### src/hw/rtl/ddo_pkg.sv
// Shared types, constants and the CORDIC arctangent table for the odometry block.
package ddo_pkg;

  // Default number of CORDIC iterations (sin/cos precision in bits).
  localparam int TRIG_BITS_DEF = 16;

  // Field and register widths fixed by the interface.
  localparam int TICK_W    = 16;
  localparam int POS_W     = 48;
  localparam int ANGLE_W   = 24;
  localparam int STEP_G_W  = 24;
  localparam int ANGLE_G_W = 20;
  localparam int CFG_DATA_W = 24;
  localparam int CFG_IDX_W  = 2;
  localparam int ITER_W     = 5;

  // Register indexes on the configuration port.
  localparam logic [CFG_IDX_W-1:0] REG_STEP_GAIN  = 2'd0;
  localparam logic [CFG_IDX_W-1:0] REG_ANGLE_GAIN = 2'd1;

  // Register values after reset.
  localparam logic [STEP_G_W-1:0]  STEP_GAIN_RST  = 24'd11810;
  localparam logic [ANGLE_G_W-1:0] ANGLE_GAIN_RST = 20'd5490;

  // CORDIC gain compensation 0.60725293500888 in Q32.
  localparam logic [63:0] CORDIC_GAIN_Q32 = 64'h0000_0000_9B74_EDA8;

  // Saturation limits of the position registers.
  localparam logic [POS_W-1:0] POS_MAX = {1'b0, {(POS_W-1){1'b1}}};
  localparam logic [POS_W-1:0] POS_MIN = {1'b1, {(POS_W-1){1'b0}}};

  // Controller states.
  typedef enum logic [3:0] {
    ST_IDLE,
    ST_DIST,
    ST_TURN,
    ST_ROT,
    ST_MXL,
    ST_MXH,
    ST_MYL,
    ST_MYH,
    ST_FIN,
    ST_UPD,
    ST_DONE
  } state_t;

  // Datapath operations, one per cycle.
  typedef enum logic [3:0] {
    OP_NONE,
    OP_LOAD,
    OP_MUL_D,
    OP_MUL_H,
    OP_ROT,
    OP_MXL,
    OP_MXH,
    OP_MYL,
    OP_MYH,
    OP_FIN,
    OP_UPD,
    OP_EMIT
  } dp_op_t;

  // Command from the controller to the datapath.
  typedef struct packed {
    dp_op_t            op;
    logic [ITER_W-1:0] iter;
  } dp_cmd_t;

  // atan(2^-i) in units of 2^-32 turn.
  function automatic logic [31:0] atan_entry(input logic [ITER_W-1:0] idx);
    logic [31:0] val;
    unique case (idx)
      5'd0:  val = 32'h20000000;
      5'd1:  val = 32'h12E4051E;
      5'd2:  val = 32'h09FB385B;
      5'd3:  val = 32'h051111D4;
      5'd4:  val = 32'h028B0D43;
      5'd5:  val = 32'h0145D7E1;
      5'd6:  val = 32'h00A2F61E;
      5'd7:  val = 32'h00517C55;
      5'd8:  val = 32'h0028BE53;
      5'd9:  val = 32'h00145F2F;
      5'd10: val = 32'h000A2F98;
      5'd11: val = 32'h000517CC;
      5'd12: val = 32'h00028BE6;
      5'd13: val = 32'h000145F3;
      5'd14: val = 32'h0000A2FA;
      5'd15: val = 32'h0000517D;
      5'd16: val = 32'h000028BE;
      5'd17: val = 32'h0000145F;
      5'd18: val = 32'h00000A30;
      5'd19: val = 32'h00000518;
      5'd20: val = 32'h0000028C;
      5'd21: val = 32'h00000146;
      5'd22: val = 32'h000000A3;
      5'd23: val = 32'h00000051;
      default: val = 32'h0;
    endcase
    return val;
  endfunction

endpackage

### src/hw/rtl/ddo_ctrl.sv
// Controller state machine that sequences the odometry datapath.
module ddo_ctrl
  import ddo_pkg::*;
#(
  parameter int TRIG_BITS = TRIG_BITS_DEF
) (
  input  logic    clk,
  input  logic    rst,
  input  logic    in_valid,
  output logic    in_ready,
  output logic    out_valid,
  input  logic    out_ready,
  output dp_cmd_t cmd
);

  localparam logic [ITER_W-1:0] LAST_ITER = ITER_W'(TRIG_BITS - 1);

  state_t            state;
  state_t            state_next;
  logic [ITER_W-1:0] iter;
  logic              emit;

  // The result slot is free when it is empty or being drained this cycle.
  assign emit = (state == ST_DONE) && (!out_valid || out_ready);

  always_ff @(posedge clk) begin
    if (rst) begin
      state     <= ST_IDLE;
      iter      <= '0;
      out_valid <= 1'b0;
    end else begin
      state <= state_next;
      if (state == ST_ROT) begin
        iter <= iter + 1'b1;
      end else begin
        iter <= '0;
      end
      if (emit) begin
        out_valid <= 1'b1;
      end else if (out_ready) begin
        out_valid <= 1'b0;
      end
    end
  end

  always_comb begin
    state_next = state;
    unique case (state)
      ST_IDLE: if (in_valid) state_next = ST_DIST;
      ST_DIST: state_next = ST_TURN;
      ST_TURN: state_next = ST_ROT;
      ST_ROT:  if (iter == LAST_ITER) state_next = ST_MXL;
      ST_MXL:  state_next = ST_MXH;
      ST_MXH:  state_next = ST_MYL;
      ST_MYL:  state_next = ST_MYH;
      ST_MYH:  state_next = ST_FIN;
      ST_FIN:  state_next = ST_UPD;
      ST_UPD:  state_next = ST_DONE;
      ST_DONE: if (emit) state_next = ST_IDLE;
      default: state_next = ST_IDLE;
    endcase
  end

  always_comb begin
    in_ready = 1'b0;
    cmd.op   = OP_NONE;
    cmd.iter = iter;
    unique case (state)
      ST_IDLE: begin
        in_ready = 1'b1;
        if (in_valid) cmd.op = OP_LOAD;
      end
      ST_DIST: cmd.op = OP_MUL_D;
      ST_TURN: cmd.op = OP_MUL_H;
      ST_ROT:  cmd.op = OP_ROT;
      ST_MXL:  cmd.op = OP_MXL;
      ST_MXH:  cmd.op = OP_MXH;
      ST_MYL:  cmd.op = OP_MYL;
      ST_MYH:  cmd.op = OP_MYH;
      ST_FIN:  cmd.op = OP_FIN;
      ST_UPD:  cmd.op = OP_UPD;
      ST_DONE: if (emit) cmd.op = OP_EMIT;
      default: cmd.op = OP_NONE;
    endcase
  end

endmodule

### src/hw/rtl/ddo_datapath.sv
// Odometry datapath: pose registers, shared multiplier, CORDIC and gain registers.
module ddo_datapath
  import ddo_pkg::*;
#(
  parameter int TRIG_BITS = TRIG_BITS_DEF
) (
  input  logic                         clk,
  input  logic                         rst,
  input  dp_cmd_t                      cmd,
  input  logic signed [TICK_W-1:0]     left_ticks,
  input  logic signed [TICK_W-1:0]     right_ticks,
  input  logic                         cfg_we,
  input  logic [CFG_IDX_W-1:0]         cfg_index,
  input  logic [CFG_DATA_W-1:0]        cfg_data,
  output logic signed [POS_W-1:0]      pos_x,
  output logic signed [POS_W-1:0]      pos_y,
  output logic signed [ANGLE_W-1:0]    heading
);

  localparam int CW  = TRIG_BITS + 3;                          // CORDIC x/y width
  localparam int ZW  = 34;                                     // CORDIC angle width
  localparam int SW  = TICK_W + 1;                             // tick sum width
  localparam int MA  = STEP_G_W;                               // multiplier operand a
  localparam int MB  = (TRIG_BITS + 2 > SW) ? TRIG_BITS + 2 : SW;
  localparam int PW  = MA + MB;                                // product width
  localparam int DW  = 40;                                     // |distance| width
  localparam int HW  = DW / 2;                                 // half of |distance|
  localparam int AW  = DW + MB;                                // accumulator width
  localparam logic [63:0] XINIT_FULL =
    (CORDIC_GAIN_Q32 + (64'd1 << (31 - TRIG_BITS))) >> (32 - TRIG_BITS);

  // Configuration registers.
  logic [STEP_G_W-1:0]  step_gain;
  logic [ANGLE_G_W-1:0] angle_gain;

  // Pose and result registers.
  logic [POS_W-1:0]   x_pos;
  logic [POS_W-1:0]   y_pos;
  logic [ANGLE_W-1:0] head_angle;
  logic [POS_W-1:0]   out_x;
  logic [POS_W-1:0]   out_y;
  logic [ANGLE_W-1:0] out_h;

  // Per-item working registers.
  logic [SW-1:0]      sum_mag;
  logic               sum_neg;
  logic [SW-1:0]      diff_mag;
  logic               diff_neg;
  logic [DW-1:0]      dist_mag;
  logic [ANGLE_W-1:0] dh_mag;
  logic [PW-1:0]      prod;
  logic [AW-1:0]      acc;
  logic signed [CW-1:0] cx;
  logic signed [CW-1:0] cy;
  logic signed [ZW-1:0] cz;
  logic               flip;

  // Combinational helpers.
  logic signed [SW-1:0] sum_s;
  logic signed [SW-1:0] diff_s;
  logic [1:0]           top;
  logic                 fold;
  logic [ANGLE_W-1:0]   h_fold;
  logic signed [CW-1:0] xs;
  logic signed [CW-1:0] ys;
  logic signed [ZW-1:0] atan_z;
  logic [CW-1:0]        abs_x;
  logic [CW-1:0]        abs_y;
  logic [MA-1:0]        mul_a;
  logic [MB-1:0]        mul_b;
  logic                 neg_x;
  logic                 neg_y;
  logic [AW-1:0]        acc_sum;

  // Adds a signed, shifted magnitude to a position and saturates.
  function automatic logic [POS_W-1:0] sat_add(input logic [POS_W-1:0] p,
                                               input logic [AW-1:0]    mag,
                                               input logic             neg);
    logic [AW-1:0]    sh;
    logic [POS_W:0]   delta;
    logic [POS_W:0]   sum;
    logic [POS_W-1:0] res;
    sh    = mag >> TRIG_BITS;
    delta = {1'b0, sh[POS_W-1:0]};
    if (neg) delta = -delta;
    sum = {p[POS_W-1], p} + delta;
    if (sum[POS_W] != sum[POS_W-1]) begin
      res = sum[POS_W] ? POS_MIN : POS_MAX;
    end else begin
      res = sum[POS_W-1:0];
    end
    return res;
  endfunction

  assign sum_s  = SW'(left_ticks) + SW'(right_ticks);
  assign diff_s = SW'(left_ticks) - SW'(right_ticks);

  // Fold the heading into a quarter turn around zero; the fold negates sin and cos.
  assign top    = head_angle[ANGLE_W-1:ANGLE_W-2];
  assign fold   = (top == 2'b01) || (top == 2'b10);
  assign h_fold = fold ? (head_angle ^ {1'b1, {(ANGLE_W-1){1'b0}}}) : head_angle;

  assign xs     = cx >>> cmd.iter;
  assign ys     = cy >>> cmd.iter;
  assign atan_z = ZW'(atan_entry(cmd.iter));

  assign abs_x = cx[CW-1] ? CW'(-cx) : CW'(cx);
  assign abs_y = cy[CW-1] ? CW'(-cy) : CW'(cy);

  assign neg_x   = sum_neg ^ cx[CW-1] ^ flip;
  assign neg_y   = sum_neg ^ cy[CW-1] ^ flip;
  assign acc_sum = acc + (AW'(prod) << HW);

  always_comb begin
    mul_a = '0;
    mul_b = '0;
    unique case (cmd.op)
      OP_MUL_D: begin
        mul_a = step_gain;
        mul_b = MB'(sum_mag);
      end
      OP_MUL_H: begin
        mul_a = MA'(angle_gain);
        mul_b = MB'(diff_mag);
      end
      OP_MXL: begin
        mul_a = MA'(dist_mag[HW-1:0]);
        mul_b = MB'(abs_x);
      end
      OP_MXH: begin
        mul_a = MA'(dist_mag[DW-1:HW]);
        mul_b = MB'(abs_x);
      end
      OP_MYL: begin
        mul_a = MA'(dist_mag[HW-1:0]);
        mul_b = MB'(abs_y);
      end
      OP_MYH: begin
        mul_a = MA'(dist_mag[DW-1:HW]);
        mul_b = MB'(abs_y);
      end
      default: begin
        mul_a = '0;
        mul_b = '0;
      end
    endcase
  end

  // Control-side registers: gains and pose.
  always_ff @(posedge clk) begin
    if (rst) begin
      step_gain  <= STEP_GAIN_RST;
      angle_gain <= ANGLE_GAIN_RST;
      x_pos      <= '0;
      y_pos      <= '0;
      head_angle <= '0;
    end else begin
      if (cfg_we) begin
        unique case (cfg_index)
          REG_STEP_GAIN:  step_gain  <= cfg_data[STEP_G_W-1:0];
          REG_ANGLE_GAIN: angle_gain <= cfg_data[ANGLE_G_W-1:0];
          default: ;
        endcase
      end
      if (cmd.op == OP_MYH) begin
        x_pos <= sat_add(x_pos, acc, neg_x);
      end
      if (cmd.op == OP_UPD) begin
        y_pos      <= sat_add(y_pos, acc, neg_y);
        head_angle <= head_angle + (diff_neg ? ANGLE_W'(-dh_mag) : dh_mag);
      end
    end
  end

  // Working registers; no reset needed.
  always_ff @(posedge clk) begin
    if (cmd.op != OP_NONE) begin
      prod <= PW'(mul_a) * PW'(mul_b);
    end
    case (cmd.op)
      OP_LOAD: begin
        sum_neg  <= sum_s[SW-1];
        sum_mag  <= sum_s[SW-1] ? SW'(-sum_s) : SW'(sum_s);
        diff_neg <= diff_s[SW-1];
        diff_mag <= diff_s[SW-1] ? SW'(-diff_s) : SW'(diff_s);
        flip     <= fold;
        cx       <= XINIT_FULL[CW-1:0];
        cy       <= '0;
        cz       <= {{(ZW-ANGLE_W-8){h_fold[ANGLE_W-1]}}, h_fold, 8'd0};
      end
      OP_MUL_H: dist_mag <= prod[DW-1:0];
      OP_ROT: begin
        // The heading product is on the multiplier output only in the first rotation.
        if (cmd.iter == '0) begin
          dh_mag <= prod[ANGLE_W-1:0];
        end
        if (!cz[ZW-1]) begin
          cx <= cx - ys;
          cy <= cy + xs;
          cz <= cz - atan_z;
        end else begin
          cx <= cx + ys;
          cy <= cy - xs;
          cz <= cz + atan_z;
        end
      end
      OP_MXH:  acc <= AW'(prod);
      OP_MYL:  acc <= acc_sum;
      OP_MYH:  acc <= AW'(prod);
      OP_FIN:  acc <= acc_sum;
      OP_EMIT: begin
        out_x <= x_pos;
        out_y <= y_pos;
        out_h <= head_angle;
      end
      default: ;
    endcase
  end

  assign pos_x   = out_x;
  assign pos_y   = out_y;
  assign heading = out_h;

endmodule

### src/hw/rtl/differential_drive_odometry.sv
// Top level of the differential-drive dead-reckoning odometry block.
//
//   Channel  Direction  Handshake            Payload
//   in       input      in_valid/in_ready    left_ticks, right_ticks
//   out      output     out_valid/out_ready  pos_x, pos_y, heading
//   cfg      input      cfg_we (no wait)     cfg_index, cfg_data
//
// A new item is taken only after the last one has gone into the result register.
// The pace is set by the CORDIC, which runs one rotation per cycle, and by
// the single shared multiplier, which forms the distance, the heading change
// and the four partial products of the x and y steps in turn.
// Reset (rst, synchronous, active high) zeroes the pose, loads the gain
// defaults and empties the result register.
// A stalled output holds the block only in its last step: the next item is
// taken and worked on while an earlier result waits for its transfer.
module differential_drive_odometry
  import ddo_pkg::*;
#(
  parameter int TRIG_BITS = TRIG_BITS_DEF
) (
  input  logic                      clk,
  input  logic                      rst,
  // Tick input channel.
  input  logic                      in_valid,
  output logic                      in_ready,
  input  logic signed [TICK_W-1:0]  left_ticks,
  input  logic signed [TICK_W-1:0]  right_ticks,
  // Pose output channel.
  output logic                      out_valid,
  input  logic                      out_ready,
  output logic signed [POS_W-1:0]   pos_x,
  output logic signed [POS_W-1:0]   pos_y,
  output logic signed [ANGLE_W-1:0] heading,
  // Configuration write port.
  input  logic                      cfg_we,
  input  logic [CFG_IDX_W-1:0]      cfg_index,
  input  logic [CFG_DATA_W-1:0]     cfg_data
);

  // The controller issues one datapath operation per cycle; the datapath keeps
  // all arithmetic state, the pose and the result register.
  dp_cmd_t cmd;

  ddo_ctrl #(
    .TRIG_BITS (TRIG_BITS)
  ) u_ctrl (
    .clk       (clk),
    .rst       (rst),
    .in_valid  (in_valid),
    .in_ready  (in_ready),
    .out_valid (out_valid),
    .out_ready (out_ready),
    .cmd       (cmd)
  );

  // The pose update uses the heading from before the item: x and y advance by
  // the distance times cos and sin of the old heading, and only then does the
  // heading take its change. Positions saturate; the heading wraps.
  ddo_datapath #(
    .TRIG_BITS (TRIG_BITS)
  ) u_datapath (
    .clk         (clk),
    .rst         (rst),
    .cmd         (cmd),
    .left_ticks  (left_ticks),
    .right_ticks (right_ticks),
    .cfg_we      (cfg_we),
    .cfg_index   (cfg_index),
    .cfg_data    (cfg_data),
    .pos_x       (pos_x),
    .pos_y       (pos_y),
    .heading     (heading)
  );

endmodule

### config.mk
export PLATFORM = sky130hd
export DESIGN_NAME = differential_drive_odometry
export DESIGN_NICKNAME = d
export VERILOG_FILES = /design/src/hw/rtl/ddo_pkg.sv /design/src/hw/rtl/ddo_ctrl.sv /design/src/hw/rtl/ddo_datapath.sv /design/src/hw/rtl/differential_drive_odometry.sv
export SDC_FILE = /design/constraint.sdc
export NUM_CORES = 2
export LEC_CHECK = 0
export BUFFER_PORTS_ARGS = -buffer_cell sky130_fd_sc_hd__buf_2
export CAP_MARGIN = 20
export CORE_ASPECT_RATIO = 1.4
export CORE_MARGIN = 3
export CORE_UTILIZATION = 28
export CTS_BUF_LIST = sky130_fd_sc_hd__clkbuf_16
export DETAILED_ROUTE_END_ITERATION = 6
export SLEW_MARGIN = 20
export SYNTH_ARGS = -nofsm -noshare
export SYNTH_HDL_FRONTEND = slang
export SYNTH_SLANG_ARGS = --single-unit
export TNS_END_PERCENT = 1
### constraint.sdc
create_clock -name clk -period 17.2 [get_ports clk]
set_input_delay 3.44 -clock clk [delete_from_list [all_inputs] [get_ports clk]]
set_output_delay 3.44 -clock clk [all_outputs]
set_load 0.01 [all_outputs]
# Yosys cells after proc, flatten, opt, wreduce, memory -nomap -nowiden

Memory sizes are Yosys's and may differ from the RTL's. A register that Yosys moved wholly into a read port is not among the register bits.
Cells that the tools add are included.

Flip-flop bits (word level): 567
Memory bits (read-only): 960
Input port bits: 63
Output and inout port bits: 122
Word-level logic and storage cells: 141
Memories kept: 1

Add/sub/neg operators: 19
Multipliers: 1
Equal/unequal tests: 30
Shift operators: 2
Mux-type cells: 36
Bitwise gates (word level): 6
Reduce and logical (&&, ||, !) cells: 21

Memories:

| name            | depth | bits a word | read ports | clocked after Yosys merged registers in | write ports | line          | RTL |
|---|---|---|---|---|---|---|---|
| (no name shown) | 32    | 30          | 1          | 1                                       | 0           | ddo_pkg.sv:72 | `unique case (idx)` |

Operator list:

| kind                                                             | count |
|---|---|
| 49-bit 2-to-1 mux                                                | 6 |
| 48-bit 2-to-1 mux                                                | 4 |
| 58-bit case mux with 2 select lines                              | 1 |
| 49-bit adder                                                     | 2 |
| 24-bit case mux with 4 select lines                              | 1 |
| 4-bit case mux with 11 select lines                              | 2 |
| 19-bit case mux with 2 select lines                              | 2 |
| 18-bit case mux with 4 select lines                              | 1 |
| 34-bit case mux with 2 select lines                              | 1 |
| 58-bit adder                                                     | 1 |
| 42-bit negator with 49-bit output                                | 1 |
| 24-bit 2-to-1 mux                                                | 2 |
| 24-bit by 18-bit multiplier with 42-bit output                   | 1 |
| 19-bit adder                                                     | 2 |
| 19-bit 2-to-1 mux                                                | 2 |
| 19-bit by 5-bit >>> shifter with 19-bit output                   | 2 |
| 19-bit subtractor                                                | 2 |
| 18-bit 2-to-1 mux                                                | 2 |
| 18-bit negator                                                   | 2 |
| 34-bit by 33-bit adder with 34-bit output                        | 1 |
| 34-bit 2-to-1 mux                                                | 1 |
| 17-bit negator                                                   | 2 |
| 34-bit by 33-bit subtractor with 34-bit output                   | 1 |
| 4-bit by 3-bit == test with 1-bit output (second input constant) | 8 |
| 31 further kinds                                                 | 65 |

# Longest topological paths before layout

Depth after elaboration: 11
Mapped depth: 37
Gate-level depth less buffers: 36

# Cells and area by module

A second synthesis with hierarchy kept.

Cells, all modules: 6,031
Area total of the unflattened synthesis: 53,187.3 um^2

Modules (own cells, without submodules):

| module       | instances | cells each | area an instance (um^2) | sequential area each (um^2) |
|---|---|---|---|---|
| ddo_datapath | 1         | 5,966      | 52,629.2                | 14,574.0 |
| ddo_ctrl     | 1         | 65         | 558.0                   | 200.2 |

# Worst setup path after synthesis

OpenSTA, ideal clock, no wires.

Path type: input-to-reg
From: in out_ready
To: reg u_datapath.out_h[0] (netlist: u_datapath.heading[0]), enable pin
Setup time: 600 ps
Arrival time: 8,488 ps
Data required time: 16,600 ps
Setup slack: 8,111 ps
Cell stages on the path: 2
Path buffers: 0
Path through: nor2b_1 nor2_1

Longest elaborated chain between the ends: 5

Ends and longest elaborated chain:

| item                                | line                              | RTL |
|---|---|---|
| from (decl)                         | differential_drive_odometry.sv:30 | `input logic out_ready,` |
| 1-bit logical OR                    | ddo_ctrl.sv:24                    | `assign emit = (state == ST_DONE) && (!out_valid \|\| out_ready);` |
| 1-bit logical AND                   | ddo_ctrl.sv:24                    |  |
| 4-bit 2-to-1 mux                    | ddo_ctrl.sv:82                    | `ST_DONE: if (emit) cmd.op = OP_EMIT;` |
| 4-bit case mux with 11 select lines | ddo_ctrl.sv:68                    | `unique case (state)` |
| 4-bit == test                       | ddo_datapath.sv:180               | `case (cmd.op)` |
| to (signal assigned)                | ddo_datapath.sv:214               | `out_h <= head_angle;` |
| to (decl)                           | ddo_datapath.sv:42                | `logic [ANGLE_W-1:0] out_h;` |

Every way passes these cells.
A chain may end at the register's enable or synchronous reset.

# Worst setup path after layout

From: reg u_datapath.cy[1]
To: reg u_datapath.prod[41], data pin

Longest elaborated chain between the ends: 4

Ends and longest elaborated chain:

| item                                               | line                | RTL |
|---|---|---|
| from (decl)                                        | ddo_datapath.sv:54  | `logic signed [CW-1:0] cy;` |
| from (signal assigned)                             | ddo_datapath.sv:199 | `cy <= cy + xs;` |
| from (signal assigned)                             | ddo_datapath.sv:203 | `cy <= cy - xs;` |
| 18-bit negator                                     | ddo_datapath.sv:108 | `assign abs_y = cy[CW-1] ? CW'(-cy) : CW'(cy);` |
| 18-bit 2-to-1 mux (*)                              | ddo_datapath.sv:108 |  |
| 18-bit case mux with 4 select lines (*)            | ddo_datapath.sv:117 | `unique case (cmd.op)` |
| 24-bit by 18-bit multiplier with 42-bit output (*) | ddo_datapath.sv:178 | `prod <= PW'(mul_a) * PW'(mul_b);` |
| to (signal assigned)                               | ddo_datapath.sv:178 |  |
| to (decl)                                          | ddo_datapath.sv:51  | `logic [PW-1:0] prod;` |

Every way passes the cells marked *; elsewhere a longest branch is shown, timed or not.

==> flow_metrics.tcl <==
set metrics [dict create \
    outcome "finished, final reports clean" \
    grt.overflow.total 0 \
    grt_pass1_vias 43600 \
    cts_tree "built" \
    synth_most_common_cell "nand2_1" \
    async_flop_share_pct 0 \
    rsz0062_at_grt "no" \
    routedWlPerCell_um 19.6 \
    final_max_slew_viol_count 0 \
    cts_buffers 68 \
    p_seq_share_pct 31.3 \
    first_pass_iters 6 \
    cts_buffer_depth 3 \
    rrSetupSlack_ps 7660 \
    cp_common_cell "fa_1" \
    nets 6797 \
    row_count 189 \
    core-area_um2 190000 \
    dr.first_iter.drc_count 3211 \
    syn_to_final_growth_pct 11.3 \
    critical_path_arrival_ps 9940 \
    sw_frac_of_total_pct 39.8 \
    vias 43400 \
    io_buffers 184 \
    clock_power_share_pct 26.6 \
    internal_power_mw 3.39 \
    die_area_um2 196000 \
    clock_latency_ps 690 \
    grt_max_degree 92 \
    rr_startpoint "u_datapath.cy[1]" \
    dp_cells 8394 \
    drc 0 \
    finish.utilization_pct 31.4 \
    ys_ff_latch 580 \
    worst_slew_pin_slew_ps 1160 \
    worstReg2RegEnd "u_datapath.prod[41]" \
    vias_per_cell 5.09 \
    drive_above_1_share_pct 8.45 \
    seq_area_um2 15400 \
    yosysTopAreaCell "edfxtp_1" \
    synth_cells 5923 \
    required_ps 17600 \
    min_to "u_datapath.pos_y[41]" \
    path_class "flip-flop to flip-flop" \
    ant_nets 0 \
    synth_area_um2 53500 \
    antenna_found_initial 18 \
    yosys_warnings 0 \
    synth_top_area_share_pct 21.1 \
    combPwrFrac_pct 42.1 \
    cts_hold_buf 0 \
    die_x_um 375 \
    final_hold_viol_count 0 \
    critPathLaunchType "flip-flop" \
    fin_crit_sh_pct 55.4 \
    final_cells 8527 \
    drt-total-wl_mm 167 \
    synth_enable_flop_cells 376 \
    peakVddDrop_mv 0.0768 \
    synth_cell_types 108 \
    start_util_pct 28.2 \
    cts_resized 0 \
    grt_pass1_wl_mm 255 \
    yosys-top-cells-area "edfxtp_1 (21%), fa_1 (14%), ha_1 (9.2%)" \
    critPathSlowestCell "and2_1" \
    end_kind "flip-flop" \
    totalPowerFinal_mw 5.62 \
    holdCritStartpoint "u_datapath.y_pos[41]" \
    finalWeightedCongestion 0.946 \
    dp_hpwl_mm 129 \
    setup_violations 0 \
    synth_ff_type "edfxtp_1" \
    multiInputGateArea_um2 35300 \
    yosys-top-cells-count "nand2_1 (655), nor2_1 (652), inv_1 (523)" \
    h-tree-depth 3 \
    slew_headroom_pct 22.1 \
    hold-worst-slack_ps 473 \
    layout_min_cycle_time_ps 9540 \
    tns_ps 0 \
    cts-root-buf "clkbuf_16" \
    max_stage_delay_ps 630 \
    skew_ps 46.8 \
    ys_seq_area_share_pct 28.7 \
    maxCapViolations 0 \
    syn-mean-instance-area_um2 9.03 \
    hold_depth 0 \
    ios 185 \
    power.density_nw_per_um2 94.5 \
    cts_sinks 580 \
    hold_path.class "flip-flop to flip-flop" \
    worstPathMaxFanout 13 \
    postCtsSetupRepairBufs 0 \
    fp.dieH_um 523 \
    max_freq_ghz 0.105 \
    fill_cells 19800 \
    switchingPower_mw 2.24 \
    rr_worst_depth 33 \
    path_clk_slew_ps 60 \
    track_usage_pct 16.6 \
    p_leak_nw 25.3 \
]
## flip-flops by register name, indices dropped and copies added (netlist names)
| name | count |
|---|---|
| u_datapath.pos_x | 48 |
| u_datapath.pos_y | 48 |
| u_datapath.x_pos | 48 |
| u_datapath.y_pos | 48 |
| u_datapath.acc | 42 |
| u_datapath.prod | 42 |
| u_datapath.dist_mag | 40 |
| u_datapath.cz | 34 |
| u_datapath.atan_z | 30 |
| u_datapath.dh_mag | 24 |
| u_datapath.head_angle | 24 |
| u_datapath.heading | 24 |
| u_datapath.step_gain | 24 |
| u_datapath.angle_gain | 20 |
| u_datapath.cx | 19 |
| u_datapath.cy | 19 |
| u_datapath.diff_mag | 17 |
| u_datapath.sum_mag | 16 |
| u_ctrl.iter | 5 |
| u_ctrl.state | 4 |
| u_ctrl.out_valid | 1 |
| u_datapath.diff_neg | 1 |
| u_datapath.flip | 1 |
| u_datapath.sum_neg | 1 |
## layout make-up
class / instances / share of cell area, %
repair buffers: 251 / 2.42
well taps: 2483 / 5.22
inverters: 526 / 3.32
multi-input cells: 4554 / 59.4
flip-flops and latches: 580 / 25.8
clock inverters: 53 / 0.788
diodes: 8 / 0.0336
clock buffers: 72 / 3.03
## worst max path at each step
stage / start / to / slack [ps] / depth (start not counted)
6_report: u_datapath.cy[1] / u_datapath.prod[41] / 7660 / 33
5_1_grt: u_datapath.cy[1] / u_datapath.prod[40] / 7010 / 34
4_1_cts: u_datapath.cy[1] / u_datapath.prod[41] / 7690 / 33
3_5_place_dp: u_datapath.cy[1] / u_datapath.prod[41] / 7740 / 33
3_3_place_gp: u_datapath.cy[1] / u_datapath.prod[41] / 7650 / 33
2_1_floorplan: out_ready / u_datapath.heading[0] / 8110 / 2
## worst max-delay path, delay by kind of cell, from the launching register on
family | cells | cell delay (ps)
AO/OA/AOI/OAI | 10 | 2120
adder cells (fa/ha/maj) | 7 | 3220
XOR/XNOR | 2 | 250
buffers and inverters | 5 | 330
flip-flops | 1 | 490
AND/OR/NAND/NOR | 9 | 2870
## power by group through the flow
stage | Clock (mW) | Sequential (mW) | Combinational, mW
2_1_floorplan | 0 | 1.71 | 1.76
3_3_place_gp | 0 | 1.79 | 2.31
3_5_place_dp | 0 | 1.79 | 2.35
4_1_cts | 1.54 | 1.77 | 2.36
5_1_grt | 1.59 | 1.77 | 2.62
6_report | 1.50 | 1.76 | 2.37
## stage by stage
step,instance area [um^2],setup slack [ps]
2_1_floorplan,53500,8110
3_3_place_gp,57200,7650
3_5_place_dp,57200,7740
4_1_cts,59500,7690
5_1_grt,59500,7010
6_report,59500,7660
## layout by cell type, fill, tap and decap left out, drive strengths merged, types with 40 or more instances in the layout
master | Yosys | final
nor2 | 654 | 654
edfxtp | 376 | 376
nand3 | 68 | 68
and3 | 60 | 60
a211oi | 131 | 131
nor2b | 47 | 47
xor2 | 214 | 214
a31oi | 47 | 47
mux2i | 44 | 44
inv | 523 | 538
maj3 | 48 | 48
and2 | 43 | 43
nor3 | 72 | 72
ha | 392 | 392
xnor2 | 279 | 279
a21oi | 424 | 424
clkbuf | 215 | 72
nand2b | 57 | 57
a21o | 141 | 141
o21ai | 293 | 293
fa | 361 | 361
o21a | 40 | 40
buf | 50 | 251
nand2 | 656 | 656
dfxtp | 204 | 204
## cells by family after synthesis
kind of cell             count (synthesis)  synth area share (%)
adder cells (fa/ha/maj)                801                  23.6
AND/OR/NAND/NOR                       1804                  15.0
AO/OA/AOI/OAI                         1365                  16.4
multiplexers                            87                  2.42
buffers and inverters                  791                  5.69
XOR/XNOR                               493                  8.14
other                                    2                0.0140
flip-flops                             580                  28.7
## routing by layer
metal  global-route usage, %  vias to the layer above  part of all wire [%]
met5                       0                        -                 0.062
met4                    7.49                       16                   4.7
met3                    2.56                      336                   5.8
met2                    28.9                     1322                    48
met1                    20.2                    21200                    42
li1                        -                    20600                     -
(Power assumes the default switching activity.)
